## config.mk

```make
export PLATFORM = sky130hd
export DESIGN_NAME = scan_points_to_map_frame
export DESIGN_NICKNAME = d
export VERILOG_FILES = /design/src/design/sptm_pkg.sv /design/src/design/scan_points_to_map_frame.sv
export SDC_FILE = /design/constraint.sdc
export NUM_CORES = 2
export LEC_CHECK = 0
export BUFFER_PORTS_ARGS = -buffer_cell sky130_fd_sc_hd__buf_4
export CAP_MARGIN = 20
export CORE_ASPECT_RATIO = 0.7
export CORE_MARGIN = 1.5
export CORE_UTILIZATION = 55
export DETAILED_ROUTE_END_ITERATION = 8
export PLACE_DENSITY = 0.76
export SKIP_LAST_GASP = 1
export SYNTH_ARGS = -nofsm -noshare
export SYNTH_HDL_FRONTEND = slang
export SYNTH_SLANG_ARGS = --single-unit
```

## constraint.sdc

```tcl
create_clock -name clock -period 8.1 [get_ports clock]
set_input_delay 0.81 -clock clock [delete_from_list [all_inputs] [get_ports clock]]
set_output_delay 0.81 -clock clock [all_outputs]
set_load 0.02 [all_outputs]
```

## src/design/sptm_pkg.sv

```systemverilog
package sptm_pkg;

   localparam int CORDIC_STEPS = 16;
   localparam int MAX_STEPS    = 24;
   localparam int STEP_COUNT   = (CORDIC_STEPS > MAX_STEPS) ? MAX_STEPS : CORDIC_STEPS;
   localparam int STEP_W       = $clog2(MAX_STEPS);

   localparam int RANGE_W = 26;
   localparam int ANGLE_W = 16;
   localparam int POS_W   = 32;
   localparam int GAIN_W  = 30;
   localparam int PROD_W  = RANGE_W + GAIN_W;
   localparam int SCALE_W = PROD_W - 22;
   localparam int CW      = SCALE_W + 3;
   localparam int ZW      = 34;
   localparam int ATAN_W  = 30;
   localparam int OFF_W   = CW - 8;
   localparam int SUM_W   = POS_W + 2;

   localparam int CSR_IDX_W  = 3;
   localparam int CSR_DATA_W = 32;

   localparam logic [GAIN_W-1:0]  INV_GAIN        = 30'd652032874;
   localparam logic [RANGE_W-1:0] INVALID_RANGE   = 26'd655360;
   localparam logic [RANGE_W-1:0] START_MIN_RANGE = 26'd65536000;

   localparam logic [CSR_IDX_W-1:0] CSR_START_ANGLE   = 3'd0;
   localparam logic [CSR_IDX_W-1:0] CSR_ANGLE_STEP    = 3'd1;
   localparam logic [CSR_IDX_W-1:0] CSR_ROBOT_HEADING = 3'd2;
   localparam logic [CSR_IDX_W-1:0] CSR_ROBOT_X       = 3'd3;
   localparam logic [CSR_IDX_W-1:0] CSR_ROBOT_Y       = 3'd4;

   typedef enum logic [2:0] {
      S_IDLE,
      S_MUL,
      S_INIT,
      S_ROT,
      S_OUT
   } state_type;

   function automatic logic [ATAN_W-1:0] atan_entry(input logic [STEP_W-1:0] idx);
      logic [ATAN_W-1:0] v;
      case (idx)
         5'd0:  v = 30'd536870912;
         5'd1:  v = 30'd316933406;
         5'd2:  v = 30'd167458907;
         5'd3:  v = 30'd85004756;
         5'd4:  v = 30'd42667331;
         5'd5:  v = 30'd21354465;
         5'd6:  v = 30'd10679838;
         5'd7:  v = 30'd5340245;
         5'd8:  v = 30'd2670163;
         5'd9:  v = 30'd1335087;
         5'd10: v = 30'd667544;
         5'd11: v = 30'd333772;
         5'd12: v = 30'd166886;
         5'd13: v = 30'd83443;
         5'd14: v = 30'd41722;
         5'd15: v = 30'd20861;
         5'd16: v = 30'd10430;
         5'd17: v = 30'd5215;
         5'd18: v = 30'd2608;
         5'd19: v = 30'd1304;
         5'd20: v = 30'd652;
         5'd21: v = 30'd326;
         5'd22: v = 30'd163;
         5'd23: v = 30'd81;
         default: v = '0;
      endcase
      return v;
   endfunction

endpackage

```

## src/design/scan_points_to_map_frame.sv

```systemverilog
// Converts laser range samples into map-frame points, one sample per transfer.
// The request channel carries the range, its valid flag and the scan start
// marker; the response channel returns the rotated and offset point together
// with the closest point and range seen so far in the current scan.
// Each item is worked by one shared CORDIC rotator that performs one
// micro-rotation per cycle. An item passes through the gain multiply, quadrant
// folding, STEP_COUNT rotation steps and a final step that offsets, saturates
// and loads the result register; only after that is the next request taken.
// The result register drives the response channel. req_stall is high while
// an item is in work.
// If the response side stalls, the finished result waits in the output
// register and the next item may be taken and rotated; it then waits in the
// final step until the output register is free.
// The csr port is always ready; registers should be written only while idle.
// Reset clears the registers, the beam angle and the closest point, and sets
// the running minimum to 1000 m.
module scan_points_to_map_frame (
   input  logic                               clock,
   input  logic                               reset,
   input  logic                               req_valid,
   output logic                               req_stall,
   input  logic [sptm_pkg::RANGE_W-1:0]       req_range_sample,
   input  logic                               req_range_valid,
   input  logic                               req_scan_start,
   output logic                               rsp_valid,
   input  logic                               rsp_stall,
   output logic signed [sptm_pkg::POS_W-1:0]  rsp_point_x,
   output logic signed [sptm_pkg::POS_W-1:0]  rsp_point_y,
   output logic signed [sptm_pkg::POS_W-1:0]  rsp_closest_x,
   output logic signed [sptm_pkg::POS_W-1:0]  rsp_closest_y,
   output logic [sptm_pkg::RANGE_W-1:0]       rsp_closest_range,
   input  logic                               csr_valid,
   output logic                               csr_ready,
   input  logic [sptm_pkg::CSR_IDX_W-1:0]     csr_index,
   input  logic [sptm_pkg::CSR_DATA_W-1:0]    csr_wdata
);
   import sptm_pkg::*;

   state_type state_ff, state_in;

   logic [ANGLE_W-1:0] start_angle_ff, angle_step_ff, heading_ff;
   logic signed [POS_W-1:0] robot_x_ff, robot_y_ff;

   logic [ANGLE_W-1:0] beam_angle_ff, beam_angle_in;
   logic [RANGE_W-1:0] min_range_ff, min_range_in;
   logic signed [POS_W-1:0] nearest_x_ff, nearest_x_in, nearest_y_ff, nearest_y_in;

   logic [RANGE_W-1:0] range_ff, range_in;
   logic [ANGLE_W-1:0] theta_ff, theta_in;
   logic               start_ff, start_in;
   logic [SCALE_W-1:0] scaled_ff, scaled_in;
   logic signed [CW-1:0] x_ff, x_in, y_ff, y_in;
   logic signed [ZW-1:0] z_ff, z_in;
   logic [STEP_W-1:0]  step_ff, step_in;

   logic signed [POS_W-1:0] point_x_ff, point_x_in, point_y_ff, point_y_in;
   logic rsp_valid_ff, rsp_valid_in;

   logic [PROD_W-1:0]     product;
   logic [ANGLE_W-1:0]    ang_sel;
   logic                  quad_flip;
   logic signed [ANGLE_W-1:0] z_fold;
   logic signed [CW-1:0]  x_shift, y_shift;
   logic signed [ZW-1:0]  atan_val;
   logic signed [CW-1:0]  x_round, y_round;
   logic signed [OFF_W-1:0] off_x, off_y;
   logic signed [SUM_W-1:0] sum_x, sum_y;
   logic signed [POS_W-1:0] sat_x, sat_y;
   logic [RANGE_W-1:0]    cur_min;
   logic                  req_take, out_load;

   function automatic logic signed [POS_W-1:0] saturate(input logic signed [SUM_W-1:0] s);
      logic signed [POS_W-1:0] r;
      if (s[SUM_W-1:POS_W-1] == '0 || s[SUM_W-1:POS_W-1] == '1) begin
         r = s[POS_W-1:0];
      end else if (s[SUM_W-1]) begin
         r = {1'b1, {(POS_W-1){1'b0}}};
      end else begin
         r = {1'b0, {(POS_W-1){1'b1}}};
      end
      return r;
   endfunction

   assign csr_ready = 1'b1;

   always_ff @(posedge clock) begin
      if (reset) begin
         start_angle_ff <= '0;
         angle_step_ff  <= '0;
         heading_ff     <= '0;
         robot_x_ff     <= '0;
         robot_y_ff     <= '0;
      end else if (csr_valid && csr_ready) begin
         case (csr_index)
            CSR_START_ANGLE:   start_angle_ff <= csr_wdata[ANGLE_W-1:0];
            CSR_ANGLE_STEP:    angle_step_ff  <= csr_wdata[ANGLE_W-1:0];
            CSR_ROBOT_HEADING: heading_ff     <= csr_wdata[ANGLE_W-1:0];
            CSR_ROBOT_X:       robot_x_ff     <= csr_wdata[POS_W-1:0];
            CSR_ROBOT_Y:       robot_y_ff     <= csr_wdata[POS_W-1:0];
            default: ;
         endcase
      end
   end

   assign req_stall = (state_ff != S_IDLE);
   assign req_take  = req_valid && !req_stall;
   assign out_load  = (state_ff == S_OUT) && (!rsp_valid_ff || !rsp_stall);

   assign product   = {{GAIN_W{1'b0}}, range_ff} * {{RANGE_W{1'b0}}, INV_GAIN};
   assign ang_sel   = req_scan_start ? start_angle_ff : beam_angle_ff;
   assign quad_flip = theta_ff[ANGLE_W-1] ^ theta_ff[ANGLE_W-2];
   assign z_fold    = quad_flip ? {~theta_ff[ANGLE_W-1], theta_ff[ANGLE_W-2:0]} : theta_ff;

   assign x_shift  = x_ff >>> step_ff;
   assign y_shift  = y_ff >>> step_ff;
   assign atan_val = ZW'(atan_entry(step_ff));

   assign x_round = x_ff + CW'(128);
   assign y_round = y_ff + CW'(128);
   assign off_x   = x_round[CW-1:8];
   assign off_y   = y_round[CW-1:8];
   assign sum_x   = SUM_W'(robot_x_ff) + SUM_W'(off_x);
   assign sum_y   = SUM_W'(robot_y_ff) + SUM_W'(off_y);
   assign sat_x   = saturate(sum_x);
   assign sat_y   = saturate(sum_y);
   assign cur_min = start_ff ? START_MIN_RANGE : min_range_ff;

   always_comb begin
      state_in      = state_ff;
      beam_angle_in = beam_angle_ff;
      min_range_in  = min_range_ff;
      nearest_x_in  = nearest_x_ff;
      nearest_y_in  = nearest_y_ff;
      range_in      = range_ff;
      theta_in      = theta_ff;
      start_in      = start_ff;
      scaled_in     = scaled_ff;
      x_in          = x_ff;
      y_in          = y_ff;
      z_in          = z_ff;
      step_in       = step_ff;
      point_x_in    = point_x_ff;
      point_y_in    = point_y_ff;
      rsp_valid_in  = rsp_valid_ff && rsp_stall;
      case (state_ff)
         S_IDLE: begin
            if (req_take) begin
               range_in      = req_range_valid ? req_range_sample : INVALID_RANGE;
               theta_in      = ang_sel + heading_ff;
               start_in      = req_scan_start;
               beam_angle_in = ang_sel + angle_step_ff;
               state_in      = S_MUL;
            end
         end
         S_MUL: begin
            scaled_in = product[PROD_W-1:22];
            state_in  = S_INIT;
         end
         S_INIT: begin
            x_in     = quad_flip ? -CW'(scaled_ff) : CW'(scaled_ff);
            y_in     = '0;
            z_in     = {{(ZW-ANGLE_W-16){z_fold[ANGLE_W-1]}}, z_fold, 16'd0};
            step_in  = '0;
            state_in = S_ROT;
         end
         S_ROT: begin
            if (!z_ff[ZW-1]) begin
               x_in = x_ff - y_shift;
               y_in = y_ff + x_shift;
               z_in = z_ff - atan_val;
            end else begin
               x_in = x_ff + y_shift;
               y_in = y_ff - x_shift;
               z_in = z_ff + atan_val;
            end
            step_in = step_ff + STEP_W'(1);
            if (step_ff == STEP_W'(STEP_COUNT - 1)) begin
               state_in = S_OUT;
            end
         end
         S_OUT: begin
            if (out_load) begin
               point_x_in   = sat_x;
               point_y_in   = sat_y;
               rsp_valid_in = 1'b1;
               min_range_in = cur_min;
               if (range_ff < cur_min) begin
                  min_range_in = range_ff;
                  nearest_x_in = sat_x;
                  nearest_y_in = sat_y;
               end
               state_in = S_IDLE;
            end
         end
         default: state_in = S_IDLE;
      endcase
   end

   always_ff @(posedge clock) begin
      if (reset) begin
         state_ff      <= S_IDLE;
         rsp_valid_ff  <= 1'b0;
         beam_angle_ff <= '0;
         min_range_ff  <= START_MIN_RANGE;
         nearest_x_ff  <= '0;
         nearest_y_ff  <= '0;
         step_ff       <= '0;
      end else begin
         state_ff      <= state_in;
         rsp_valid_ff  <= rsp_valid_in;
         beam_angle_ff <= beam_angle_in;
         min_range_ff  <= min_range_in;
         nearest_x_ff  <= nearest_x_in;
         nearest_y_ff  <= nearest_y_in;
         step_ff       <= step_in;
      end
   end

   always_ff @(posedge clock) begin
      range_ff   <= range_in;
      theta_ff   <= theta_in;
      start_ff   <= start_in;
      scaled_ff  <= scaled_in;
      x_ff       <= x_in;
      y_ff       <= y_in;
      z_ff       <= z_in;
      point_x_ff <= point_x_in;
      point_y_ff <= point_y_in;
   end

   assign rsp_valid         = rsp_valid_ff;
   assign rsp_point_x       = point_x_ff;
   assign rsp_point_y       = point_y_ff;
   assign rsp_closest_x     = nearest_x_ff;
   assign rsp_closest_y     = nearest_y_ff;
   assign rsp_closest_range = min_range_ff;

   a_rsp_from_out: assert property (@(posedge clock) disable iff (reset)
      $rose(rsp_valid_ff) |-> $past(state_ff == S_OUT))
      else $error("response raised outside the output step");

   a_take_starts_mul: assert property (@(posedge clock) disable iff (reset)
      req_take |=> state_ff == S_MUL)
      else $error("request transfer did not start the multiply");

   a_closest_held: assert property (@(posedge clock) disable iff (reset)
      (rsp_valid_ff && rsp_stall) |=> $stable(min_range_ff) && $stable(nearest_x_ff))
      else $error("closest point changed under a stalled response");

   a_min_bound: assert property (@(posedge clock) disable iff (reset)
      min_range_ff <= START_MIN_RANGE)
      else $error("running minimum above its scan start value");

   a_step_bound: assert property (@(posedge clock) disable iff (reset)
      state_ff == S_ROT |-> step_ff < STEP_W'(STEP_COUNT))
      else $error("rotation step counter out of range");

endmodule
```

# Word-level counts from Yosys, hierarchy flattened
# Memory sizes are Yosys's and may differ from the RTL's. A register that Yosys moved wholly into a read port is not among the register bits.
# Cells that the tools add are included.
[classes]
multipliers = 1
shifts = 2
addsub = 14
bitwise = 2
reduce_logical = 24
n_mux = 24
order_cmp = 1
n_eq_ne = 14
[op_table]
columns = ["cell", "n"]
rows = [
  ["case mux 37 bit (2 select lines)", 2],
  ["2-to-1 mux 32 bit", 4],
  ["2-to-1 mux 37 bit", 3],
  ["adder 37 bit", 2],
  ["adder 37 x 9 -> 37 bit, second input constant", 2],
  [">>> shifter 37 x 5 -> 37 bit", 2],
  ["subtractor 37 bit", 2],
  ["case mux 34 bit (2 select lines)", 1],
  ["adder 32 x 29 -> 33 bit", 2],
  ["multiplier 26 x 29 -> 55 bit, second input constant", 1],
  ["2-to-1 mux 26 bit", 2],
  ["negation 34 -> 37 bit", 1],
  ["adder 34 x 31 -> 34 bit", 1],
  ["2-to-1 mux 34 bit", 1],
  ["subtractor 34 x 31 -> 34 bit", 1],
  ["adder 16 bit", 2],
  ["2-to-1 mux 16 bit", 2],
  ["< comparator 26 bit", 1],
  ["case mux 3 bit (5 select lines)", 1],
  ["AND reduction 2 bit", 7],
  ["equality test 3 x 2 -> 1 bit, second input constant", 4],
  ["equality test 3 bit, second input constant", 4],
  ["zero test 3 bit", 4],
  ["2-to-1 mux 5 bit", 2],
  ["15 further kinds", 28],
]
[word_totals]
mem_bits_ro = 960
reg_bits = 476
n_memories = 1
[mem_list]
columns = ["name", "depth", "word_bits", "rd", "rd_clocked_by_memory_dff", "write_ports", "line", "source"]
rows = [
  ["(name not given)", 32, 30, 1, 1, 0, "sptm_pkg.sv:43", "case (idx)"],
]

# Depth between registers and ports, before layout
[depth]
word_depth = 5
ltp_mapped = 30
depth_no_buf = 25

# Worst setup path after synthesis
# OpenSTA, ideal clock, no wires.
[synth_path]
path_type = "reg-to-reg"
startpoint = "register range_ff[12]"
endpoint = "register scaled_ff[29] (data pin)"
path_stages_with_launch = 24
arrival_ps = 6920
path_buffers = 0
setup_time_ps = 259
slack_ps = 921
synth_period_minus_slack_ps = 7179
cell_sequence = "edfxtp_1 fa_1 fa_1 inv_1 fa_1 inv_1 fa_1 fa_1 fa_1 inv_1 fa_1 inv_1 ha_1 a21o_1 a211o_1 o2111ai_1 a21oi_1 a221oi_1 o31ai_1 o21a_1 a21o_1 or4b_1 a31oi_1 xnor2_1"
[synth_via]
elab_chain_len = 1
[synth_lines]
columns = ["item", "line", "source"]
rows = [
  ["start: declaration", "scan_points_to_map_frame.sv:48", "logic [RANGE_W-1:0] range_ff, range_in;"],
  ["start signal: assignment", "scan_points_to_map_frame.sv:220", "range_ff <= range_in;"],
  ["multiplier 26 x 29 -> 55 bit", "scan_points_to_map_frame.sv:109", "assign product = {{GAIN_W{1'b0}}, range_ff} * {{RANGE_W{1'b0}}, INV_GAIN};"],
  ["net product[51]", "scan_points_to_map_frame.sv:59", "logic [PROD_W-1:0] product;"],
  ["end signal: assignment", "scan_points_to_map_frame.sv:223", "scaled_ff <= scaled_in;"],
  ["end: declaration", "scan_points_to_map_frame.sv:51", "logic [SCALE_W-1:0] scaled_ff, scaled_in;"],
]
# The timed path passes the listed nets, and every way through them passes these cells.
# A chain may end at the register's enable or synchronous reset.

# Worst setup path in the final report
[layout_path]
startpoint = "register range_ff[11]"
endpoint = "register scaled_ff[29] (data pin)"
# The elaborated chain is that of the path after synthesis.

==> impl_metrics.ini <==
[run_status]
status = finished clean

[setup_path]
critPathRequiredTime_ns = 8.47
start_kind = flop
crit_arrival_ns = 8.12
critPathMaxFanout = 5
reg2regPathDepth = 23
reg2reg_slack_ns = 0.36
critPathKind = flop to flop
crit_path_end_kind = flop

[sta]
finalMaxSlewViolations = 0
period_minus_slack_ns = 7.74
rsz0062_at_grt = no
holdWs_ns = 0.410
fmax_mhz = 129
slew_headroom_pct = 19.1
period_share_pct = 95.6
setup_tns_ns = 0
fin_ws_ns = 0.355
setup_viol = 0
skew_ns = 0.0537
worst_pin_slew_ns = 1.21
final_hold_viol_count = 0

[placed_design]
gp_congestion = 1.06
placed_area_um2 = 53400
place_hpwl_um = 136000
pre_cts_ws_ns = 0.322
portBuffers = 223

[synth]
synth_warnings = 0
synthesis.area_um2 = 50600
synth_top_area_share_pct = 14.8
synth.most_common_cell = inv_1
synth_edf_count = 249
seq_area_frac_synth_pct = 25.0
synth_top_area_cell = edfxtp_1
synthCells = 5566
synth_top_flop_cell = dfxtp_1
synth_commonest_cells = inv_1, nand2_1, ha_1, a21oi_1, nor2_1
ys_ff_latch = 506
avgSynthCellArea_um2 = 9.09
yosysUniqueCellTypes = 100
postSynth.asyncResetShare_pct = 0
synth_area_leaders = edfxtp_1, fa_1, ha_1, dfxtp_1, a21oi_1
synthesis.nets = 6448

[route]
wirelength_um = 171000
postRouteAntennaNets = 0
vias = 43400
first_iter_violations = 5161
drc_errors = 0
route.detailed.wl_per_inst_um = 24.7
viasPerCell = 6.24
firstDrtPassIters = 8

[floorplan]
pin_count = 225
dieArea_um2 = 93800
die_h_um = 257
rows = 92
floorplan.initialDensity_pct = 55.8
die_w_um = 365
coreArea_um2 = 90600

[clock_network]
clock_latency_ns = 0.68
root_buffer = clkbuf_16
htree_levels = 2
cts_tree = yes
path_clk_slew_ns = 0.06
cts_hold_buf = 0
clockBufferDepth = 3
clkSinkCount = 506
cts_buffers = 53

[layout]
nets = 6559
drive_gt1_share_pct = 10.5
area_growth_syn_to_layout_pct = 9.42
finalInstanceArea_um2 = 55300

[grt]
track_usage_pct = 36.4
grt_first_pass_wirelength_um = 258000
grt_max_degree = 137
antenna_found_initial = 3
grt_pass1_vias = 41300
overflow = 0

[hold_path]
hp-class = primary input to flop
holdPathStages = 3

[job]
drv_cap = 0
-- state kept, by name, summed over array words and instances (netlist names), 26 cells and up --
register / flops
x_ff: 37
y_ff: 37
scaled_ff: 34
z_ff: 34
robot_x_ff: 32
robot_y_ff: 32
rsp_closest_x: 32
rsp_closest_y: 32
rsp_point_x: 32
rsp_point_y: 32
atan_val: 30
range_ff: 26
rsp_closest_range: 26
-- critical path, stage by stage (launching register included) --
cell	delay [ns]
edfxtp_1	0.42
fa_1	0.56
fa_1	0.56
inv_1	0.07
fa_1	0.50
inv_1	0.05
fa_1	0.52
fa_1	0.53
fa_1	0.55
inv_1	0.06
fa_1	0.60
inv_1	0.08
ha_1	0.37
a21o_1	0.19
a211o_1	0.30
o2111ai_1	0.11
a21oi_1	0.14
a221oi_2	0.27
o31ai_2	0.16
o21a_1	0.30
a21o_1	0.22
or4b_1	0.56
a31oi_1	0.27
xnor2_1	0.10
-- layout by cell type, fill, tap and decap left out, types with 52 or more instances in the layout --
cell type	count
inv_1	588
nand2_1	533
ha_1	483
a21oi_1	461
nor2_1	431
fa_1	330
buf_4	313
dfxtp_1	252
edfxtp_1	249
xnor2_1	236
o21ai_0	198
xor2_1	143
a21o_1	132
nand3_1	82
mux2i_1	76
nor3_1	74
mux4_2	74
and3_1	62
and2_1	60
nand2b_1	54
clkbuf_16	53
o2bb2ai_1	52
-- stage by stage --
stage,util [%],std cells
2_1_floorplan,-,5566
3_3_place_gp,58.9,6831
3_5_place_dp,58.9,6834
4_1_cts,61.0,6934
5_1_grt,61.1,6944
6_report,61.1,6947
-- what timing repair did --
action	in CTS	in global routing
setup buffers	0	8
gates resized for setup	0	5
setup endpoints to repair	0	2
-- layer usage --
metal  wire length, um  vias to the layer above  GRT usage, %
li1                  -                    19700             -
met1             75300                    21000          54.4
met2             68000                     2398          49.9
met3             22800                      299          11.7
met4              5290                        6          9.66
met5                36                        -             0
-- cell families after synthesis --
| kind of cell | count (synthesis) | synth area share [%] |
|---|---|---|
| AO/OA/AOI/OAI | 1289 | 16.3 |
| XOR/XNOR | 381 | 6.60 |
| flip-flops | 506 | 25.0 |
| buffers and inverters | 861 | 6.83 |
| AND/OR/NAND/NOR | 1485 | 13.5 |
| adder cells (fa/ha/maj) | 830 | 25.3 |
| other | 1 | 0.00741 |
| multiplexers | 213 | 6.50 |
-- path summary, 6_finish.rpt --
kind,from,to
max,range_ff[11]$_SDFFCE_PN0P_,scaled_ff[29]$_DFFE_PP_
min,csr_wdata[31],robot_x_ff[31]$_SDFFE_PP0P_
max reg2reg,range_ff[11]$_SDFFCE_PN0P_,scaled_ff[29]$_DFFE_PP_
min reg2reg,beam_angle_ff[7]$_SDFFE_PP0P_,beam_angle_ff[7]$_SDFFE_PP0P_
-- final cells by class --
class / count / area (um2)
fillers: 7717 / 35200
multi-input cells: 4199 / 34600
flip-flops and latches: 506 / 12600
repair buffers: 323 / 2500
inverters: 594 / 2230
well taps: 1222 / 1530
clock buffers: 65 / 1440
clock inverters: 35 / 404
diodes: 3 / 7.51
Power is left out: the tool's default activity adds up to more than one toggle a clock period on the data nets, which glitch-free logic cannot reach.
